**config.mk**
```make
export PLATFORM = sky130hd
export DESIGN_NAME = timed_event_queue_top
export DESIGN_NICKNAME = d
export VERILOG_FILES = /design/src/rtl/teq_pkg.sv /design/src/rtl/teq_mem.sv /design/src/rtl/timed_event_queue_top.sv
export SDC_FILE = /design/constraint.sdc
export NUM_CORES = 1
export LEC_CHECK = 0
export BUFFER_PORTS_ARGS = -buffer_cell sky130_fd_sc_hd__buf_2
export CELL_PAD_IN_SITES_DETAIL_PLACEMENT = 1
export CELL_PAD_IN_SITES_GLOBAL_PLACEMENT = 2
export CORE_UTILIZATION = 48
export CTS_CLUSTER_DIAMETER = 40
export CTS_CLUSTER_SIZE = 28
export DETAILED_ROUTE_END_ITERATION = 10
export PLACE_DENSITY = 0.85
export SLEW_MARGIN = 10
export SYNTH_ARGS = -nofsm -noshare
export SYNTH_HDL_FRONTEND = slang
export SYNTH_SLANG_ARGS = --single-unit
```
**constraint.sdc**
```tcl
create_clock -name clk_i -period 15.4 [get_ports clk_i]
set_input_delay 0.77 -clock clk_i [delete_from_list [all_inputs] [get_ports clk_i]]
set_output_delay 0.77 -clock clk_i [all_outputs]
set_load 0.01 [all_outputs]
```
**src/rtl/teq_pkg.sv**
```systemverilog
// ============================================================================
// teq_pkg
// Shared types and constants for the timed event queue.
// ============================================================================
`default_nettype none

package teq_pkg;

  localparam int unsigned TypeW  = 4;
  localparam int unsigned TimeW  = 32;
  localparam int unsigned DelayW = 31;
  localparam int unsigned StepW  = 16;
  localparam int unsigned EntryW = TypeW + TimeW;

  typedef enum logic [1:0] {
    KIND_ADD    = 2'd0,
    KIND_CHANGE = 2'd1,
    KIND_REMOVE = 2'd2,
    KIND_TICK   = 2'd3
  } kind_e;

  typedef enum logic [1:0] {
    STATUS_OK        = 2'd0,
    STATUS_FULL      = 2'd1,
    STATUS_NOT_FOUND = 2'd2
  } status_e;

  typedef enum logic [3:0] {
    ST_IDLE,
    ST_ADD_RD,
    ST_ADD_DT,
    ST_RM_RD,
    ST_RM_DT,
    ST_TK_RD,
    ST_TK_DT,
    ST_TK_END,
    ST_RESP
  } state_e;

endpackage

`default_nettype wire

```
**src/rtl/teq_mem.sv**
```systemverilog
// ============================================================================
// teq_mem
// Single-port-write, single-port-read entry memory, registered read data.
// ============================================================================
`default_nettype none

module teq_mem #(
  parameter int unsigned DEPTH = 16,
  parameter int unsigned AW    = 4
) (
  input  wire logic                         clk_i,
  input  wire logic                         we_i,
  input  wire logic [AW-1:0]                waddr_i,
  input  wire logic [teq_pkg::EntryW-1:0]   wdata_i,
  input  wire logic                         re_i,
  input  wire logic [AW-1:0]                raddr_i,
  output logic      [teq_pkg::EntryW-1:0]   rdata_o
);

  logic [teq_pkg::EntryW-1:0] mem [DEPTH];

  always_ff @(posedge clk_i) begin
    if (we_i) begin
      mem[waddr_i] <= wdata_i;
    end
    if (re_i) begin
      rdata_o <= mem[raddr_i];
    end
  end

endmodule

`default_nettype wire

```
**src/rtl/timed_event_queue_top.sv**
```systemverilog
// ============================================================================
// timed_event_queue_top
// Sorted queue of timed events held in one entry memory.
// ----------------------------------------------------------------------------
// Input channel (in_valid_i / in_stall_o) takes one word per operation:
// add, change time, remove or tick. Output channel (out_valid_o /
// out_stall_i) returns one word per add, change or remove, and one word
// per expired event on a tick (or a single empty word), last set on the
// final word of each operation.
// Each operation walks the entry memory with a read state and a process
// state per visited entry (registered read data):
//   add     : shifts later entries up from the tail, no walk if full
//   remove  : visits every entry, closing the gap behind the match
//   change  : remove walk plus add walk
//   tick    : visits every entry, plus any output stall
// A new word is taken only when the previous operation has finished; its
// result may still sit in the output register.
// Reset empties the queue; memory contents are not cleared, entries past
// the count are never read. While out_stall_i is high the output word holds
// and a tick that has another event to report waits.
// ============================================================================
`default_nettype none

module timed_event_queue_top #(
  parameter int unsigned DEPTH = 16,
  parameter int unsigned TYPES = 16
) (
  input  wire logic        clk_i,
  input  wire logic        rst_ni,
  input  wire logic        in_valid_i,
  output logic             in_stall_o,
  input  wire logic [1:0]  in_kind_i,
  input  wire logic [3:0]  in_event_type_i,
  input  wire logic [30:0] in_delay_i,
  input  wire logic [15:0] in_elapsed_i,
  input  wire logic [15:0] in_step_i,
  output logic             out_valid_o,
  input  wire logic        out_stall_i,
  output logic [1:0]       out_status_o,
  output logic             out_fired_o,
  output logic [3:0]       out_fired_type_o,
  output logic             out_last_o
);

  localparam int unsigned AW = (DEPTH > 1) ? $clog2(DEPTH) : 1;
  localparam int unsigned CW = $clog2(DEPTH + 1);
  localparam int unsigned TW = teq_pkg::TypeW;
  localparam int unsigned MW = teq_pkg::TimeW;
  localparam int unsigned EW = teq_pkg::EntryW;

  teq_pkg::state_e state_q, state_d;

  logic [CW-1:0] count_q, count_d;
  logic [CW-1:0] pos_q, pos_d;
  logic [CW-1:0] k_q, k_d;
  logic          found_q, found_d;
  logic          pend_q, pend_d;
  logic [TW-1:0] pend_type_q, pend_type_d;
  logic [1:0]    status_q, status_d;

  teq_pkg::kind_e kind_q;
  logic [TW-1:0]  type_q;
  logic [MW-1:0]  time_q;
  logic [15:0]    step_q;

  logic          out_valid_q;
  logic [1:0]    out_status_q;
  logic          out_fired_q;
  logic [TW-1:0] out_type_q;
  logic          out_last_q;

  logic          emit;
  logic [1:0]    emit_status;
  logic          emit_fired;
  logic [TW-1:0] emit_type;
  logic          emit_last;

  logic          we, re;
  logic [CW-1:0] waddr, raddr;
  logic [EW-1:0] wdata, rdata;

  logic [TW-1:0]        r_type;
  logic signed [MW-1:0] r_time;
  logic signed [MW-1:0] new_time;
  logic                 expired;
  logic                 can_load;
  logic                 accept;
  logic                 type_ok;
  logic [MW-1:0]        sum;

  assign r_type   = rdata[EW-1:MW];
  assign r_time   = $signed(rdata[MW-1:0]);
  assign new_time = r_time - $signed({16'b0, step_q});
  assign expired  = new_time[MW-1] | (new_time == '0);
  assign can_load = !out_valid_q || !out_stall_i;
  assign accept   = in_valid_i && (state_q == teq_pkg::ST_IDLE);
  assign type_ok  = (32'(in_event_type_i) < TYPES);
  assign sum      = 32'(in_delay_i) + 32'(in_elapsed_i);

  assign in_stall_o = (state_q != teq_pkg::ST_IDLE);

  teq_mem #(
    .DEPTH(DEPTH),
    .AW   (AW)
  ) u_mem (
    .clk_i  (clk_i),
    .we_i   (we),
    .waddr_i(waddr[AW-1:0]),
    .wdata_i(wdata),
    .re_i   (re),
    .raddr_i(raddr[AW-1:0]),
    .rdata_o(rdata)
  );

  // next state
  always_comb begin
    state_d = state_q;
    unique case (state_q)
      teq_pkg::ST_IDLE: begin
        if (accept) begin
          if (teq_pkg::kind_e'(in_kind_i) == teq_pkg::KIND_TICK) begin
            state_d = teq_pkg::ST_TK_RD;
          end else if (!type_ok) begin
            state_d = teq_pkg::ST_RESP;
          end else if (teq_pkg::kind_e'(in_kind_i) == teq_pkg::KIND_ADD) begin
            state_d = (count_q == CW'(DEPTH)) ? teq_pkg::ST_RESP : teq_pkg::ST_ADD_RD;
          end else begin
            state_d = teq_pkg::ST_RM_RD;
          end
        end
      end
      teq_pkg::ST_ADD_RD: begin
        state_d = (pos_q == '0) ? teq_pkg::ST_RESP : teq_pkg::ST_ADD_DT;
      end
      teq_pkg::ST_ADD_DT: begin
        state_d = (r_time > $signed(time_q)) ? teq_pkg::ST_ADD_RD : teq_pkg::ST_RESP;
      end
      teq_pkg::ST_RM_RD: begin
        if (pos_q == count_q) begin
          state_d = (found_q && kind_q == teq_pkg::KIND_CHANGE) ?
                    teq_pkg::ST_ADD_RD : teq_pkg::ST_RESP;
        end else begin
          state_d = teq_pkg::ST_RM_DT;
        end
      end
      teq_pkg::ST_RM_DT: state_d = teq_pkg::ST_RM_RD;
      teq_pkg::ST_TK_RD: begin
        state_d = (pos_q == count_q) ? teq_pkg::ST_TK_END : teq_pkg::ST_TK_DT;
      end
      teq_pkg::ST_TK_DT: begin
        if (!(expired && pend_q && !can_load)) begin
          state_d = teq_pkg::ST_TK_RD;
        end
      end
      teq_pkg::ST_TK_END: if (can_load) state_d = teq_pkg::ST_IDLE;
      teq_pkg::ST_RESP:   if (can_load) state_d = teq_pkg::ST_IDLE;
      default:            state_d = teq_pkg::ST_IDLE;
    endcase
  end

  // datapath and outputs
  always_comb begin
    count_d     = count_q;
    pos_d       = pos_q;
    k_d         = k_q;
    found_d     = found_q;
    pend_d      = pend_q;
    pend_type_d = pend_type_q;
    status_d    = status_q;
    emit        = 1'b0;
    emit_status = teq_pkg::STATUS_OK;
    emit_fired  = 1'b0;
    emit_type   = '0;
    emit_last   = 1'b1;
    we          = 1'b0;
    waddr       = pos_q;
    wdata       = {type_q, time_q};
    re          = 1'b0;
    raddr       = pos_q;
    unique case (state_q)
      teq_pkg::ST_IDLE: begin
        if (accept) begin
          pos_d    = '0;
          k_d      = '0;
          found_d  = 1'b0;
          pend_d   = 1'b0;
          status_d = teq_pkg::STATUS_OK;
          if (teq_pkg::kind_e'(in_kind_i) != teq_pkg::KIND_TICK) begin
            if (!type_ok) begin
              status_d = teq_pkg::STATUS_NOT_FOUND;
            end else if (teq_pkg::kind_e'(in_kind_i) == teq_pkg::KIND_ADD) begin
              if (count_q == CW'(DEPTH)) status_d = teq_pkg::STATUS_FULL;
              pos_d = count_q;
            end
          end
        end
      end
      teq_pkg::ST_ADD_RD: begin
        if (pos_q == '0) begin
          we      = 1'b1;
          waddr   = '0;
          count_d = count_q + 1'b1;
        end else begin
          re    = 1'b1;
          raddr = pos_q - 1'b1;
        end
      end
      teq_pkg::ST_ADD_DT: begin
        we    = 1'b1;
        waddr = pos_q;
        if (r_time > $signed(time_q)) begin
          wdata = rdata;
          pos_d = pos_q - 1'b1;
        end else begin
          count_d = count_q + 1'b1;
        end
      end
      teq_pkg::ST_RM_RD: begin
        if (pos_q == count_q) begin
          if (!found_q) begin
            status_d = teq_pkg::STATUS_NOT_FOUND;
          end else begin
            count_d = count_q - 1'b1;
            pos_d   = count_q - 1'b1;
          end
        end else begin
          re = 1'b1;
        end
      end
      teq_pkg::ST_RM_DT: begin
        if (found_q) begin
          we    = 1'b1;
          waddr = pos_q - 1'b1;
          wdata = rdata;
        end else if (r_type == type_q) begin
          found_d = 1'b1;
        end
        pos_d = pos_q + 1'b1;
      end
      teq_pkg::ST_TK_RD: begin
        if (pos_q != count_q) re = 1'b1;
      end
      teq_pkg::ST_TK_DT: begin
        if (expired) begin
          if (!(pend_q && !can_load)) begin
            emit        = pend_q;
            emit_fired  = 1'b1;
            emit_type   = pend_type_q;
            emit_last   = 1'b0;
            pend_d      = 1'b1;
            pend_type_d = r_type;
            k_d         = k_q + 1'b1;
            pos_d       = pos_q + 1'b1;
          end
        end else begin
          we    = 1'b1;
          waddr = pos_q - k_q;
          wdata = {r_type, new_time};
          pos_d = pos_q + 1'b1;
        end
      end
      teq_pkg::ST_TK_END: begin
        if (can_load) begin
          emit       = 1'b1;
          emit_fired = pend_q;
          emit_type  = pend_q ? pend_type_q : '0;
          count_d    = count_q - k_q;
        end
      end
      teq_pkg::ST_RESP: begin
        if (can_load) begin
          emit        = 1'b1;
          emit_status = status_q;
        end
      end
      default: ;
    endcase
  end

  always_ff @(posedge clk_i or negedge rst_ni) begin
    if (!rst_ni) begin
      state_q     <= teq_pkg::ST_IDLE;
      count_q     <= '0;
      out_valid_q <= 1'b0;
      pos_q       <= '0;
      k_q         <= '0;
      found_q     <= 1'b0;
      pend_q      <= 1'b0;
    end else begin
      state_q <= state_d;
      count_q <= count_d;
      pos_q   <= pos_d;
      k_q     <= k_d;
      found_q <= found_d;
      pend_q  <= pend_d;
      if (can_load) out_valid_q <= emit;
    end
  end

  always_ff @(posedge clk_i) begin
    pend_type_q <= pend_type_d;
    status_q    <= status_d;
    if (accept) begin
      kind_q <= teq_pkg::kind_e'(in_kind_i);
      type_q <= in_event_type_i;
      time_q <= sum[MW-1] ? {1'b0, {(MW-1){1'b1}}} : sum;
      step_q <= in_step_i;
    end
    if (can_load && emit) begin
      out_status_q <= emit_status;
      out_fired_q  <= emit_fired;
      out_type_q   <= emit_type;
      out_last_q   <= emit_last;
    end
  end

  assign out_valid_o      = out_valid_q;
  assign out_status_o     = out_status_q;
  assign out_fired_o      = out_fired_q;
  assign out_fired_type_o = out_type_q;
  assign out_last_o       = out_last_q;

endmodule

`default_nettype wire
```
==> qor.csv <==
stage,metric,value,unit
timing,final.setup.tns,0,ns
power,p_leak,13.13,nW
yosys,yosys_warnings,0,
cells_and_area,area_growth_syn_to_layout,15.27,%
cts,h-tree-depth,3,
yosys,synthCells,2616,
drt,drt_first_pass_iters,5,
die,boundaryPins,83,
worst_hold_path,hold_class,primary input to async pin,
cells_and_area,final_cells,3647,
place,io_buffers,82,
die,die_width,262.8,µm
yosys,synth_adder_area_share,3.274,%
timing,min_period_over_period,38.28,%
yosys,ys_ff_latch,701,
cts,numCtsBuffers,100,
timing,rsz0062_at_grt,no,
cts,insertion_delay,0.68,ns
yosys,avgSynthCellArea,12.48,µm²
die,die_area,69040,µm²
cells_and_area,nets,2846,
timing,timing.fmax,169.6,MHz
cts,clock-sinks,701,
drt,via_per_inst,6.216,
setup_path,arrival,6.25,ns
global_routing,grt_antenna_before_repair,2,
yosys,synth_top_family_by_area,compound AO/OA/AOI/OAI gates,
cts,clock-root-buffer,clkbuf_16,
drt,route.detailed.drc,0,
place,place_area,34050,µm²
yosys,synthSimpleGateAreaFrac,12.69,%
drt,totalWireLength,97840,µm
drt,routedWlPerCell,26.83,µm
yosys,syn-cell-area,32640,µm²
cells_and_area,drive_gt1_share,13.27,%
yosys,synth_xor_area_share,1.557,%
die,core_area,67280,µm²
cts,post_cts.repair.setup_buffers,0,
place,finalWeightedCongestion,0.9492,
global_routing,grt_pass1_wl,147300,µm
die,initial_core_util,48.51,%
place,placed_cells,3461,
cells_and_area,design_area,37620,µm²
drt,via_count,22668,
power,powerDensity,227.2,nW/µm²
flow_run,maxCapViolCount,0,
setup_path,required,15.76,ns
yosys,synth_edf_count,679,
timing,setup_violations,0,
timing,slew_viol_final,0,
global_routing,grt_pass1_vias,23841,
setup_path,cp-end-kind,flop,
cts,tritoncts,yes,
drt,drt_iter0_drc,1961,
global_routing,groute.usage.overall,28.26,%
timing,period_needed,5.895,ns
timing,tightest_slew,1.259,ns
timing,fin_skew,0.04500,ns
cells_and_area,final_common_cell,edfxtp_1,
global_routing,grt_max_degree,259,
cts,clk_pin_slew,0.05,ns
cells_and_area,antenna_cells,0,
drt,final_antenna_net_count,0,
setup_path,crit_fanout,82,
cts,clockBufferDepth,3,
yosys,async_flop_share,3.138,%
yosys,synth-main-ff-cell,edfxtp_1,
cts,ctsHoldBuffers,0,
yosys,synth_compound_area_share,14.88,%
die,die_y,262.8,µm
place,dp_hpwl,57540,µm
timing,relSlewSlack,16.09,%
cts,cts_resized,0,
timing,hold_violations,0,
setup_path,worstSetupPathType,flop to flop,
run_status,outcome,completed,
yosys,synth.distinct_cells,98,
yosys,syn_nets,2772,
setup_path,startpoint_type,flop,
cells_and_area,final_core_util,55.92,%
power,vdd_ir_drop_max,205.2,µV
die,fp-row-count,95,
cells_and_area,final_cell_mix,"edfxtp_1, nand2_1, a211oi_1",
yosys,muxShareOfSynthArea,0.5521,%
yosys,yosysSeqAreaShare,64.16,%
global_routing,gr-total-overflow,0,
synthesized netlist by cell type, types with 7 or more instances:
library cell    n  area (µm²)
a211oi_1      194        1456
a31oi_1        82       513.0
mux2i_1         9       90.09
dfrtp_1        22       550.5
o21a_1         16       120.1
mux2_2          8       90.09
o21ai_0        55       275.3
nor4_1          8       50.05
nand3_1        38       190.2
xnor2_1        28       245.2
inv_1          80       300.3
nor3_1         28       140.1
o211ai_1        8       60.06
and2_0         14       87.58
a21o_1         23       172.7
buf_1          10       37.54
xor2_1         30       262.8
ha_1           79       988.5
nor2b_1        10       62.56
a311oi_1       74       648.1
nand2b_1       11       68.82
edfxtp_1      679       20390
nand3b_1        9       67.56
or3_1          13       81.33
nor3b_1         7       52.55
nand4_1        14       87.58
a2111oi_0       8       70.07
and3_1         17       106.4
and2_1        148       925.9
o221ai_1       14       122.6
nand2_1       394        1479
clkbuf_1      137       514.2
a221o_1        13       130.1
nor2_1         83       311.6
a21oi_1       117       585.6
registers in the layout (all words and copies together) (netlist names), 4 cells and up:
name / flops
u_mem.mem: 576
u_mem.rdata_o: 36
time_q: 31
step_q: 16
count_q: 5
k_q: 5
pos_q: 5
out_fired_type_o: 4
pend_type_q: 4
state_q: 4
type_q: 4
cells by family after synthesis:
logic type                 count (synthesis)
AOI/OAI and AO/OA                        680
xor gates and xnor gates                  58
adders and majority gates                 83
buffers and inverters                    240
DFF                                      701
muxes                                     17
and+or+nand+nor                          837
critical path: stages, from the launching register on:
cell and delay (ns):
dfrtp_1 0.50, inv_1 0.25, ha_1 0.19, or4b_2 0.66, ha_1 0.35, a21oi_4 0.62
buf_4 0.82, buf_4 0.84, a211oi_1 0.12, a311oi_1 0.34, a21oi_1 0.08, a21oi_1 0.65
final timing paths:
path | start | to | slack, ns | depth (start not counted)
max in group asynchronous | rst_ni | k_q[2] | 14.89 | 1
max reg2reg | pos_q[1] | u_mem.rdata_o[7] | 9.50 | 11
min reg2reg | u_mem.rdata_o[35] | pend_type_q[3] | 0.50 | 0
min | rst_ni | out_valid_o | 0.11 | 1
max | pos_q[1] | u_mem.rdata_o[7] | 9.50 | 11
min in group clk_i | in_event_type_i[0] | type_q[0] | 0.29 | 1
final cells by class:
class	instances	area, µm²
multi-input cells	1675	10920
flip-flops and latches	701	20940
well taps	873	1092
fillers	6689	29660
clock buffers	106	2546
repair buffers	131	790.8
clock inverters	80	1027
inverters	81	304.0
through the flow:
| stage | hold slack (ns) | setup slack (ns) | power, W |
|---|---|---|---|
| after floorplan | 0.4649 | 8.033 | 0.004953 |
| after CTS | 0.1081 | 9.654 | 0.008546 |
| final | 0.1119 | 9.505 | 0.008545 |
| after global placement | 0.4915 | 9.774 | 0.005964 |
| after detailed placement | 0.4929 | 9.690 | 0.006087 |
| after global routing | 0.1508 | 9.258 | 0.008937 |
report_power, final:
group / leakage, nW / internal (W) / switching, W / total, W
Combinational: 4.99 / 0.00100 / 0.00228 / 0.00329
Clock: 1.71 / 0.00150 / 0.000921 / 0.00242
Sequential: 6.43 / 0.00259 / 0.000251 / 0.00284
Total: 13.1 / 0.00509 / 0.00345 / 0.00855
per-layer routing:
metal  wire length (µm)  vias up  global-route usage (%)
met5                 27        -                       0
met4               2735        4                   9.921
met3               6386      163                   5.013
met2              46650      768                   46.02
met1              42040    11572                   38.16
li1                   -    10161                       -
Note: power is estimated with default switching activity, not from simulation.
